==> config.mk <==
export PLATFORM = sky130hd
export DESIGN_NAME = html_entity_decoder
export DESIGN_NICKNAME = d
export VERILOG_FILES = /design/src/rtl/hed_pkg.sv /design/src/rtl/hed_front.sv /design/src/rtl/hed_queue.sv /design/src/rtl/hed_back.sv /design/src/rtl/html_entity_decoder.sv
export VERILOG_INCLUDE_DIRS = /design/src /design/src/rtl
export SDC_FILE = /design/constraint.sdc
export NUM_CORES = 1
export LEC_CHECK = 0
export ABC_AREA = 0
export BUFFER_PORTS_ARGS = -buffer_cell sky130_fd_sc_hd__buf_2
export CORE_MARGIN = 3
export CORE_UTILIZATION = 25
export DETAILED_ROUTE_END_ITERATION = 12
export PLACE_DENSITY = 0.35
export SETUP_SLACK_MARGIN = 0.1
export SLEW_MARGIN = 20
export SYNTH_ARGS = -nofsm -noshare
export SYNTH_HDL_FRONTEND = slang
export SYNTH_SLANG_ARGS = --single-unit
==> constraint.sdc <==
create_clock -name clk -period 14.15 [get_ports clk]
set_clock_uncertainty 0.1 [all_clocks]
set_input_delay 0.7075 -clock clk [delete_from_list [all_inputs] [get_ports clk]]
set_output_delay 0.7075 -clock clk [all_outputs]
set_load 0.05 [all_outputs]
==> src/rtl/html_entity_decoder_assert.svh <==
// Assertion macros shared by the entity decoder modules.
// Expects clk and arst_n in the scope of every use.
`ifndef HTML_ENTITY_DECODER_ASSERT_SVH
`define HTML_ENTITY_DECODER_ASSERT_SVH

// Same-cycle implication.
`define HED_ASSERT_NOW(lbl, ante, cons, msg) \
	lbl: assert property (@(posedge clk) disable iff (!arst_n) (ante) |-> (cons)) \
		else $error(msg);

// Next-cycle implication.
`define HED_ASSERT_NEXT(lbl, ante, cons, msg) \
	lbl: assert property (@(posedge clk) disable iff (!arst_n) (ante) |=> (cons)) \
		else $error(msg);

`endif

==> src/rtl/hed_pkg.sv <==
// Shared types, entity tables and sizes for the HTML entity decoder.
// No dependencies.
`timescale 1ns / 1ps
package hed_pkg;

	localparam int NUM_ENT        = 6;
	localparam int ENT_MAX_LEN    = 6;
	localparam int STORE_DEPTH    = 5;
	localparam int MAX_EMIT       = 6;
	localparam int EMIT_CNT_W     = $clog2(MAX_EMIT + 1);
	localparam int TOTAL_BITS     = 16;
	localparam int COUNT_BITS_DEF = 16;
	localparam int COUNT_BITS_MAX = 32;
	localparam int QUEUE_DEPTH    = 2;

	localparam logic [7:0] AMP_CHAR = 8'h26;

	// Entity spellings, padded with zero past their length.
	localparam logic [7:0] ENT_TEXT [NUM_ENT][ENT_MAX_LEN] = '{
		'{8'h26, 8'h61, 8'h6d, 8'h70, 8'h3b, 8'h00},  // &amp;
		'{8'h26, 8'h6c, 8'h74, 8'h3b, 8'h00, 8'h00},  // &lt;
		'{8'h26, 8'h67, 8'h74, 8'h3b, 8'h00, 8'h00},  // &gt;
		'{8'h26, 8'h71, 8'h75, 8'h6f, 8'h74, 8'h3b},  // &quot;
		'{8'h26, 8'h61, 8'h70, 8'h6f, 8'h73, 8'h3b},  // &apos;
		'{8'h26, 8'h6e, 8'h62, 8'h73, 8'h70, 8'h3b}   // &nbsp;
	};
	localparam logic [2:0] ENT_LEN [NUM_ENT] = '{3'd5, 3'd4, 3'd4, 3'd6, 3'd6, 3'd6};
	localparam logic [7:0] ENT_CHAR [NUM_ENT] = '{8'h26, 8'h3c, 8'h3e, 8'h22, 8'h27, 8'h20};

	typedef struct packed {
		logic [7:0] in_byte;
		logic       in_last;
	} in_item_t;

	typedef struct packed {
		logic [7:0]            out_byte;
		logic                  out_last;
		logic [TOTAL_BITS-1:0] entity_total;
	} out_item_t;

	// One front-end transaction: up to MAX_EMIT bytes sent out in order.
	typedef struct packed {
		logic [MAX_EMIT-1:0][7:0] bytes;
		logic [EMIT_CNT_W-1:0]    cnt;
		logic                     last;
		logic [TOTAL_BITS-1:0]    total;
	} cmd_t;

endpackage

==> src/rtl/hed_front.sv <==
// Front end: entity prefix matching, held-back prefix and entity counter.
// Depends on hed_pkg and html_entity_decoder_assert.svh.
`timescale 1ns / 1ps
`include "html_entity_decoder_assert.svh"
module hed_front import hed_pkg::*; #(
	parameter int COUNT_BITS = COUNT_BITS_DEF
) (
	input  logic     clk,
	input  logic     arst_n,
	input  logic     accept,
	input  in_item_t data,
	output logic     cmd_push,
	output cmd_t     cmd
);

	logic [7:0]            store_q [STORE_DEPTH];
	logic [2:0]            plen_q;
	logic [NUM_ENT-1:0]    mask_q;
	logic [COUNT_BITS-1:0] cnt_q;

	logic [NUM_ENT-1:0]    keep;
	logic                  done;
	logic [2:0]            done_idx;
	logic [2:0]            pfx;
	logic                  tail_v;
	logic [7:0]            tail;
	logic                  fresh;
	logic [2:0]            plen_d;
	logic [NUM_ENT-1:0]    mask_d;
	logic [COUNT_BITS-1:0] cnt_d;
	logic                  st_we;
	logic [2:0]            st_idx;
	logic [COUNT_BITS_MAX-1:0] cnt_wide;

	always_comb begin
		keep     = '0;
		done     = 1'b0;
		done_idx = '0;
		for (int k = 0; k < NUM_ENT; k++) begin
			if (mask_q[k] && plen_q < ENT_LEN[k] && ENT_TEXT[k][plen_q] == data.in_byte) begin
				keep[k] = 1'b1;
				if (3'(plen_q + 3'd1) == ENT_LEN[k]) begin
					done     = 1'b1;
					done_idx = 3'(k);
				end
			end
		end
	end

	always_comb begin
		pfx    = '0;
		tail_v = 1'b0;
		tail   = data.in_byte;
		fresh  = 1'b1;
		plen_d = '0;
		mask_d = '0;
		cnt_d  = cnt_q;
		st_we  = 1'b0;
		st_idx = '0;
		if (plen_q != '0) begin
			if (done) begin
				fresh  = 1'b0;
				tail   = ENT_CHAR[done_idx];
				tail_v = 1'b1;
				if (cnt_q != '1) begin
					cnt_d = cnt_q + 1'b1;
				end
			end else if (keep != '0 && plen_q < 3'(STORE_DEPTH)) begin
				fresh = 1'b0;
				if (data.in_last) begin
					// flush the prefix including this byte
					pfx    = plen_q;
					tail_v = 1'b1;
				end else begin
					st_we  = 1'b1;
					st_idx = plen_q;
					plen_d = 3'(plen_q + 3'd1);
					mask_d = keep;
				end
			end else begin
				pfx = plen_q;
			end
		end
		if (fresh) begin
			if (data.in_byte == AMP_CHAR) begin
				if (data.in_last) begin
					tail_v = 1'b1;
				end else begin
					st_we  = 1'b1;
					st_idx = '0;
					plen_d = 3'd1;
					mask_d = '1;
				end
			end else begin
				tail_v = 1'b1;
			end
		end
	end

	always_comb begin
		cmd.bytes = '0;
		for (int i = 0; i < STORE_DEPTH; i++) begin
			cmd.bytes[i] = store_q[i];
		end
		cmd.bytes[pfx] = tail;
		cmd.cnt   = EMIT_CNT_W'(pfx + {2'b00, tail_v});
		cmd.last  = data.in_last;
		cnt_wide  = COUNT_BITS_MAX'(cnt_d);
		cmd.total = (cnt_wide > COUNT_BITS_MAX'({TOTAL_BITS{1'b1}})) ? '1
			: cnt_wide[TOTAL_BITS-1:0];
		cmd_push  = accept && cmd.cnt != '0;
	end

	always_ff @(posedge clk or negedge arst_n) begin
		if (!arst_n) begin
			plen_q <= '0;
			mask_q <= '0;
			cnt_q  <= '0;
		end else if (accept) begin
			plen_q <= data.in_last ? 3'd0 : plen_d;
			mask_q <= data.in_last ? '0 : mask_d;
			cnt_q  <= data.in_last ? '0 : cnt_d;
		end
	end

	always_ff @(posedge clk) begin
		if (accept && st_we) begin
			store_q[st_idx] <= data.in_byte;
		end
	end

	`HED_ASSERT_NOW(a_pending_has_cand, plen_q != '0, mask_q != '0, "pending prefix without candidates")
	`HED_ASSERT_NOW(a_plen_bound, 1'b1, plen_q <= 3'(STORE_DEPTH), "prefix length beyond store")
	`HED_ASSERT_NEXT(a_last_clears, accept && data.in_last, plen_q == '0 && cnt_q == '0, "state not cleared after end of string")

endmodule

==> src/rtl/hed_queue.sv <==
// Short command queue between the matching front end and the byte sender.
// Depends on hed_pkg.
`timescale 1ns / 1ps
module hed_queue import hed_pkg::*; (
	input  logic clk,
	input  logic arst_n,
	input  logic wr_en,
	input  cmd_t wr_cmd,
	output logic q_full,
	input  logic rd_en,
	output cmd_t rd_cmd,
	output logic q_empty
);

	localparam int PTR_W = $clog2(QUEUE_DEPTH);
	localparam int CNT_W = $clog2(QUEUE_DEPTH + 1);

	cmd_t             mem_q [QUEUE_DEPTH];
	logic [PTR_W-1:0] wr_ptr_q;
	logic [PTR_W-1:0] rd_ptr_q;
	logic [CNT_W-1:0] count_q;

	assign q_full  = count_q == CNT_W'(QUEUE_DEPTH);
	assign q_empty = count_q == '0;
	assign rd_cmd  = mem_q[rd_ptr_q];

	always_ff @(posedge clk or negedge arst_n) begin
		if (!arst_n) begin
			wr_ptr_q <= '0;
			rd_ptr_q <= '0;
			count_q  <= '0;
		end else begin
			if (wr_en) begin
				wr_ptr_q <= PTR_W'(wr_ptr_q + 1'b1);
			end
			if (rd_en) begin
				rd_ptr_q <= PTR_W'(rd_ptr_q + 1'b1);
			end
			if (wr_en && !rd_en) begin
				count_q <= CNT_W'(count_q + 1'b1);
			end else if (rd_en && !wr_en) begin
				count_q <= CNT_W'(count_q - 1'b1);
			end
		end
	end

	always_ff @(posedge clk) begin
		if (wr_en) begin
			mem_q[wr_ptr_q] <= wr_cmd;
		end
	end

endmodule

==> src/rtl/hed_back.sv <==
// Back end: walks the head command byte by byte into the output register.
// Depends on hed_pkg and html_entity_decoder_assert.svh.
`timescale 1ns / 1ps
`include "html_entity_decoder_assert.svh"
module hed_back import hed_pkg::*; (
	input  logic      clk,
	input  logic      arst_n,
	input  cmd_t      head,
	input  logic      head_valid,
	output logic      head_pop,
	output out_item_t result,
	output logic      empty,
	input  logic      pop
);

	logic [EMIT_CNT_W-1:0] idx_q;
	out_item_t             out_q;
	logic                  out_valid_q;
	logic                  load;
	logic                  at_end;

	always_comb begin
		load     = head_valid && (!out_valid_q || pop);
		at_end   = idx_q == EMIT_CNT_W'(head.cnt - 1'b1);
		head_pop = load && at_end;
	end

	assign result = out_q;
	assign empty  = !out_valid_q;

	always_ff @(posedge clk or negedge arst_n) begin
		if (!arst_n) begin
			idx_q       <= '0;
			out_valid_q <= 1'b0;
		end else begin
			if (load) begin
				idx_q <= at_end ? '0 : EMIT_CNT_W'(idx_q + 1'b1);
			end
			if (load) begin
				out_valid_q <= 1'b1;
			end else if (pop) begin
				out_valid_q <= 1'b0;
			end
		end
	end

	always_ff @(posedge clk) begin
		if (load) begin
			out_q.out_byte     <= head.bytes[idx_q];
			out_q.out_last     <= head.last && at_end;
			out_q.entity_total <= head.total;
		end
	end

	`HED_ASSERT_NOW(a_pop_on_load, head_pop, load, "queue popped without a send")
	`HED_ASSERT_NOW(a_partial_holds, idx_q != '0, head_valid, "command left the queue half sent")
	`HED_ASSERT_NOW(a_idx_in_cmd, head_valid, idx_q < head.cnt, "byte index past command length")

endmodule

==> src/rtl/html_entity_decoder.sv <==
// Top level of the streaming HTML named-entity decoder.
// Depends on hed_pkg, hed_front, hed_queue and hed_back.
//
//  channel  | handshake    | payload
//  ---------+--------------+------------------------------------------
//  input    | push / full  | data   : in_byte, in_last
//  result   | empty / pop  | result : out_byte, out_last, entity_total
//
// The front end takes one byte per cycle while full is low; a byte that completes an
// entity or passes through yields one result, a broken prefix or end of string up to six.
// The sender moves one result per cycle while results are popped, so a flush holds the
// sender until all its bytes are sent, and full rises once the two-entry command queue fills.
// With the sender idle, a taken byte goes into the command queue, then into the output register.
// Reset is asynchronous and clears all control state; no clearing pass is needed.
`timescale 1ns / 1ps
module html_entity_decoder import hed_pkg::*; #(
	parameter int COUNT_BITS = COUNT_BITS_DEF
) (
	input  logic      clk,
	input  logic      arst_n,
	input  logic      push,
	output logic      full,
	input  in_item_t  data,
	output logic      empty,
	input  logic      pop,
	output out_item_t result
);

	logic accept;
	logic cmd_push;
	cmd_t cmd;
	cmd_t head;
	logic q_full;
	logic q_empty;
	logic head_pop;

	assign full   = q_full;
	assign accept = push && !q_full;

	hed_front #(
		.COUNT_BITS(COUNT_BITS)
	) u_front (
		.clk      (clk),
		.arst_n   (arst_n),
		.accept   (accept),
		.data     (data),
		.cmd_push (cmd_push),
		.cmd      (cmd)
	);

	hed_queue u_queue (
		.clk     (clk),
		.arst_n  (arst_n),
		.wr_en   (cmd_push),
		.wr_cmd  (cmd),
		.q_full  (q_full),
		.rd_en   (head_pop),
		.rd_cmd  (head),
		.q_empty (q_empty)
	);

	hed_back u_back (
		.clk        (clk),
		.arst_n     (arst_n),
		.head       (head),
		.head_valid (!q_empty),
		.head_pop   (head_pop),
		.result     (result),
		.empty      (empty),
		.pop        (pop)
	);

endmodule
# Word-level counts from Yosys, hierarchy flattened
# Memory sizes are Yosys's and may differ from the RTL's.
# Index checks and enable logic that the tools add are counted.
# word_totals
regBits,58
ram_bits,176
rom_bits,448
inputBits,13
output_inout_bits,27
elab_cells,188
memories,9
# classes
add_sub_neg,9
n_lt_le_gt_ge,8
n_eq_ne,13
mux,102
bitwise_logic,2
reduce_logical,34
# mem_list
memory,depth,word_bits,read_ports,rd_ports_with_merged_regs,wr,line_no,source
u_queue.mem_q,2,68,1,0,1,hed_queue.sv:18,cmd_t mem_q [QUEUE_DEPTH];
(name not given),8,8,1,0,0,hed_front.sv:63,tail = ENT_CHAR[done_idx];
(name not given),8,8,1,0,0,hed_front.sv:40,if (mask_q[k] && plen_q < ENT_LEN[k] && ENT_TEXT[k][plen_q] == data.in_byte) begin
(name not given),8,8,1,0,0,hed_front.sv:40,
(name not given),8,8,1,0,0,hed_front.sv:40,
(name not given),8,8,1,0,0,hed_front.sv:40,
3 more memories,n/a,n/a,n/a,n/a,n/a,n/a,
# op_table
op,n
$mux W8,18
$mux W3,27
$mux W16,4
$bwmux W48,1
$eq A8 B8 Y1,6
$mux W1,42
$mux W6,6
$bmux W8 S3,1
$demux W8 S3,1
$logic_and A1 B1 Y1,22
$add A16 B1 Y16 const B,1
$ne A16 B16 Y1 const B,1
$eq A3 B3 Y1 const B,3
$lt A3 B3 Y1 const B,3
$eq A8 B6 Y1 const B,1
$ge A4 B4 Y1 const B,2
$lt A3 B4 Y1 const B,2
$not A3 Y4,2
$add A3 B1 Y3 const B,2
$reduce_bool A3 Y1,2
$reduce_bool A6 Y1,1
$logic_not A1 Y1,5
$mux W2,2
$reduce_bool A2 Y1,2
10 further kinds,11

# Longest topological paths before layout
# logic_depth
word_depth,29
ltp_mapped,21

# Hierarchy
# Synthesis repeated with hierarchy kept, for this count alone.
# unflattened
hier_cells,799
area_unflattened_um2,11354.6
# modules_own_cells
mod,instances,cells_each,area_each_um2,seq_area_each_um2
hed_queue,1,228,5136.2,4184.0
hed_front,1,475,4760.8,1826.8
hed_back,1,94,1440.1,850.8
html_entity_decoder,1,2,17.5,0.0

# Worst setup path before layout
# Ideal clock, no wire load.
# synth_timing
path_kind,register to register
startpoint,register u_front.plen_q[1]
endpoint,"memory u_queue.mem_q[0][0] in the netlist's numbering, enable pin"
setup_ns,0.596
arrival_ns,8.453
t_required_ns,13.454
path_slack_ns,5.001
stages_incl_launch_ff,17
synth_period_minus_slack_ns,9.149
path_cell_list,dfrtp_1 buf_4 inv_2 ha_1 buf_6 or3b_1 a221o_1 a211oi_2 nand2_1 a21oi_4 nor2_2 and2_1 and3_1 ha_1 ha_1 nor2_1 a211oi_1
# synth_rtl
element,line_no,source
start: declaration,hed_front.sv:17,logic [2:0] plen_q;
start signal: assignment,hed_front.sv:120,plen_q <= data.in_last ? 3'd0 : plen_d;
end: declaration,hed_queue.sv:18,

# Final worst setup path
# layout_timing
startpoint,register u_front.plen_q[1]
endpoint,"memory u_queue.mem_q[0][49] in the netlist's numbering, enable pin"
# layout_via
elab_chain_cells,27
elab_cells_between_ends,83
classes_between,add/sub: 2; order compare: 3; eq/ne: 9; mux: 45; bitwise: 1; reduce/logical: 17; memory: 6
# layout_lines
element,line_no,source
$not A3 Y4 (implied by the code),hed_front.sv:40,
$mem_v2 Z8 W8,n/a,
$mux W8 (implied by the code) (2 in series),hed_front.sv:40,
$eq A8 B8 Y1,hed_front.sv:40,
$logic_and A1 B1 Y1,hed_front.sv:40,
$mux W1,hed_front.sv:40,
$mux W1,hed_front.sv:42,if (3'(plen_q + 3'd1) == ENT_LEN[k]) begin
$mux W1,hed_front.sv:40,
[10 not listed],n/a,
$mux W1,hed_front.sv:86,if (data.in_last) begin
$mux W1,hed_front.sv:85,if (data.in_byte == AMP_CHAR) begin
$mux W1,hed_front.sv:84,if (fresh) begin
$add A3 B1 Y3 *,hed_front.sv:106,"cmd.cnt = EMIT_CNT_W'(pfx + {2'b00, tail_v});"
$reduce_bool A3 Y1 *,hed_front.sv:111,cmd_push = accept && cmd.cnt != '0;
$logic_and A1 B1 Y1 *,hed_front.sv:111,
$mux W1 *,hed_queue.sv:48,if (wr_en) begin
$mux W1 (implied by the code) *,hed_queue.sv:49,mem_q[wr_ptr_q] <= wr_cmd;
# Mark *: on every way between the ends. The rest lies on a longest branch, timed or not. The select of a mux whose other input is x is not followed.

==> qor.yml <==
critPathMaxFanout: 43
worst_slew_pin_slew_ps: 944.5
fmax_ghz: 0.1715
yosys.area.top_type: "edfxtp_1"
dp_hpwl_um: 18790
gp_congestion: 0.8120
synthArstFlopShare_pct: 14.10
netlist_instances: 777
critPathCaptureType: "flip-flop"
irDropWorstVdd_v: 0.0001166
rrSetupSlack_ps: 8320
fin_crit_ps: 5833
cts_tree: "done"
grt_pass1_vias: 6819
cap_viol_max_count: 0
power_switching_mw: 0.7274
grt_util_all_layers_pct: 12.21
port_buffers: 39
path_clk_slew_ps: 60
synth_top_area_share_pct: 54.04
fin_crit_sh_pct: 41.22
nNetsFinal: 846
worstPathArrival_ps: 5890
seqPwrFrac_pct: 43.7
first_iter_violations: 452
ys_types: 76
antenna_found_initial: 0
numCtsBuffers: 27
slew_headroom_pct: 36.69
die_y_um: 217.4
num_io_pins: 40
die_w_um: 217.4
ys_seq_area_share_pct: 61.43
diodes: 0
finalHoldViolCount: 0
grt_pass1_wl_um: 44170
r2r_end: "u_queue.mem_q[0][49]"
cts.path.max_buffers: 3
clock_sinks: 234
reg2reg_from: "u_front.plen_q[1]"
postCtsSetupBuffers: 0
first_pass_iters: 5
area_growth_pct: 15.51
finalSetupTns_ps: 0
ant_nets: 0
ff2ff_path_depth: 15
num_vias: 6595
stdcell_area_mm2: 0.01290
status: "completed"
required_ps: 14210
post_cts_resized: 0
mappedNetlistArea_mm2: 0.01117
grt_max_degree: 44
initial_utilization_pct: 25.59
place_area_mm2: 0.01201
powerDensity_mw_per_mm2: 175.3
routed_wl_um: 28570
wl_per_cell_um: 20.08
fp.coreArea_mm2: 0.04365
finalPower_mw: 2.262
synth-edff-count: 201
p_leak_nw: 4.481
p_comb_share_pct: 25.8
synth.area.top_cells: "edfxtp_1 (54%), dfrtp_1 (7.4%), mux2_2 (6.4%), mux4_2 (4.8%), mux2i_1 (1.9%)"
avgSynthCellArea_um2: 14.38
p_clk_share_pct: 30.6
grt-ovfl-total: 0
cts-htree-levels: 1
setup_viol: 0
clk_latency_ps: 530
drv_slew: 0
crit_type: "reg -> reg"
synth_seq_cells: 234
rsz0062_at_grt: "false"
cts_hold_buf: 0
crit_path_start: "u_front.plen_q[1]"
layout-drive-gt1-share_pct: 26.49
cp-start-kind: "flip-flop"
timing.hold.ws_ps: 200.7
hold_class: "in -> async"
route.detailed.drc: 0
power.internal_mw: 1.534
synth_fp_nets: 806
yosys_warnings: 0
die_area_mm2: 0.04725
cts_root_buf: "clkbuf_16"
p_sw_share_pct: 32.16
via_per_inst: 4.635
fp-row-count: 76
synthFlopType: "edfxtp_1"
cell usage after synthesis, types with 10 or more instances:
master and n:
edfxtp_1 201, mux2_2 63, nand2_1 44, dfrtp_1 33, nor2_1 29, inv_1 28
mux4_2 24, xnor2_1 22, mux2i_1 21, nor3_1 19, xor2_1 18, a21oi_1 17
clkbuf_1 17, ha_1 16, nand3_1 16, o21ai_0 16, nor2b_1 15, and3_1 13
nor4_1 11, o22ai_1 10
cell families (layout without fill, tap and decap cells):
group / Yosys count / in the layout / share of synthesized area [%]
adder cells (fa/ha/maj): 16 / 16 / 1.792
flip-flops: 234 / 234 / 61.43
multiplexers: 109 / 109 / 13.21
XOR/XNOR: 40 / 40 / 3.136
AO/OA/AOI/OAI: 107 / 107 / 7.416
buffers and inverters: 70 / 131 / 2.957
AND/OR/NAND/NOR: 201 / 201 / 10.06
routing by layer:
layer	track usage [%]	wire, µm
met2	19.43	13100
met3	1.829	1102
met1	17.43	13800
met5	0	0
met4	3.305	567
power by group through the flow:
| stage | Clock (mW) | Combinational, mW | Sequential [mW] |
|---|---|---|---|
| 4_1_cts | 0.715 | 0.599 | 0.993 |
| 6_report | 0.691 | 0.583 | 0.988 |
| 2_1_floorplan | 0 | 0.322 | 1.10 |
| 3_5_place_dp | 0 | 0.597 | 1.01 |
| 3_3_place_gp | 0 | 0.595 | 1.00 |
| 5_1_grt | 0.744 | 0.631 | 1.01 |
worst max-delay path: stages, from the launching register on:
cell      delay (ps)
dfrtp_1          720
inv_2            260
ha_1             530
or3b_1           380
a221o_1          340
a211oi_2         300
nand2_1          210
a21oi_4          460
nor2_2           190
and2_1           190
and3_1           180
ha_1             190
ha_1             230
xnor2_1          260
a211oi_4         290
buf_4            570
worst max path at each step:
stage / to / slack, ps
finish: u_queue.mem_q[0][49] / 8320
global route: u_queue.mem_q[1][51] / 7980
CTS: u_queue.mem_q[1][48] / 8320
detailed placement: u_queue.mem_q[1][48] / 8340
global placement: u_queue.mem_q[1][40] / 8460
floorplan: u_queue.mem_q[0][0] / 5000
sequential cells by signal (all words and copies together) (netlist names):
| register | flops |
|---|---|
| u_queue.mem_q | 136 |
| u_front.store_q | 40 |
| u_back.result | 25 |
| u_front.cnt_q | 16 |
| u_front.mask_q | 6 |
| u_back.idx_q | 3 |
| u_front.plen_q | 3 |
| u_queue.count_q | 2 |
| u_back.out_valid_q | 1 |
| u_queue.rd_ptr_q | 1 |
| u_queue.wr_ptr_q | 1 |
metrics by stage:
| step | std cells | utilization (%) | setup slack (ps) |
|---|---|---|---|
| 3_3_place_gp | 1373 | 27.52 | 8455 |
| 5_1_grt | 1423 | 29.56 | 7977 |
| 3_5_place_dp | 1373 | 27.52 | 8338 |
| 6_report | 1423 | 29.56 | 8317 |
| 2_1_floorplan | 777 | - | 5001 |
| 4_1_cts | 1423 | 29.55 | 8318 |
layout make-up:
class,count,area [µm²]
Clock buffer,34,732.0
Timing Repair Buffer,51,285.3
Fill cell,4351,30740
Multi-Input combinational cell,473,4023
Clock inverter,16,153.9
Sequential cell,234,6864
Tap cell,585,732.0
Inverter,30,112.6
layout by cell type, fill, tap and decap left out, types with 5 or more instances in the layout:
| cell | instances |
|---|---|
| xnor2_1 | 22 |
| nand4_1 | 6 |
| o21ai_0 | 16 |
| nor2b_1 | 15 |
| o2111ai_1 | 5 |
| inv_1 | 28 |
| nor2_1 | 29 |
| buf_4 | 12 |
| nand2_1 | 44 |
| mux2_2 | 63 |
| a31oi_1 | 5 |
| or3_1 | 5 |
| and3_1 | 13 |
| nor4_1 | 11 |
| ha_1 | 16 |
| clkbuf_16 | 27 |
| clkinv_1 | 5 |
| nand2b_1 | 9 |
| a221o_1 | 5 |
| nor3_1 | 18 |
| mux4_2 | 24 |
| buf_2 | 39 |
| dfrtp_1 | 31 |
| mux2i_1 | 21 |
| o22ai_1 | 10 |
| a211oi_1 | 5 |
| nand3_1 | 16 |
| clkinv_2 | 8 |
| o211ai_2 | 9 |
| edfxtp_1 | 201 |
| a21oi_1 | 16 |
| and2_1 | 6 |
| xor2_1 | 18 |
Power figures use the tool's default switching activity.
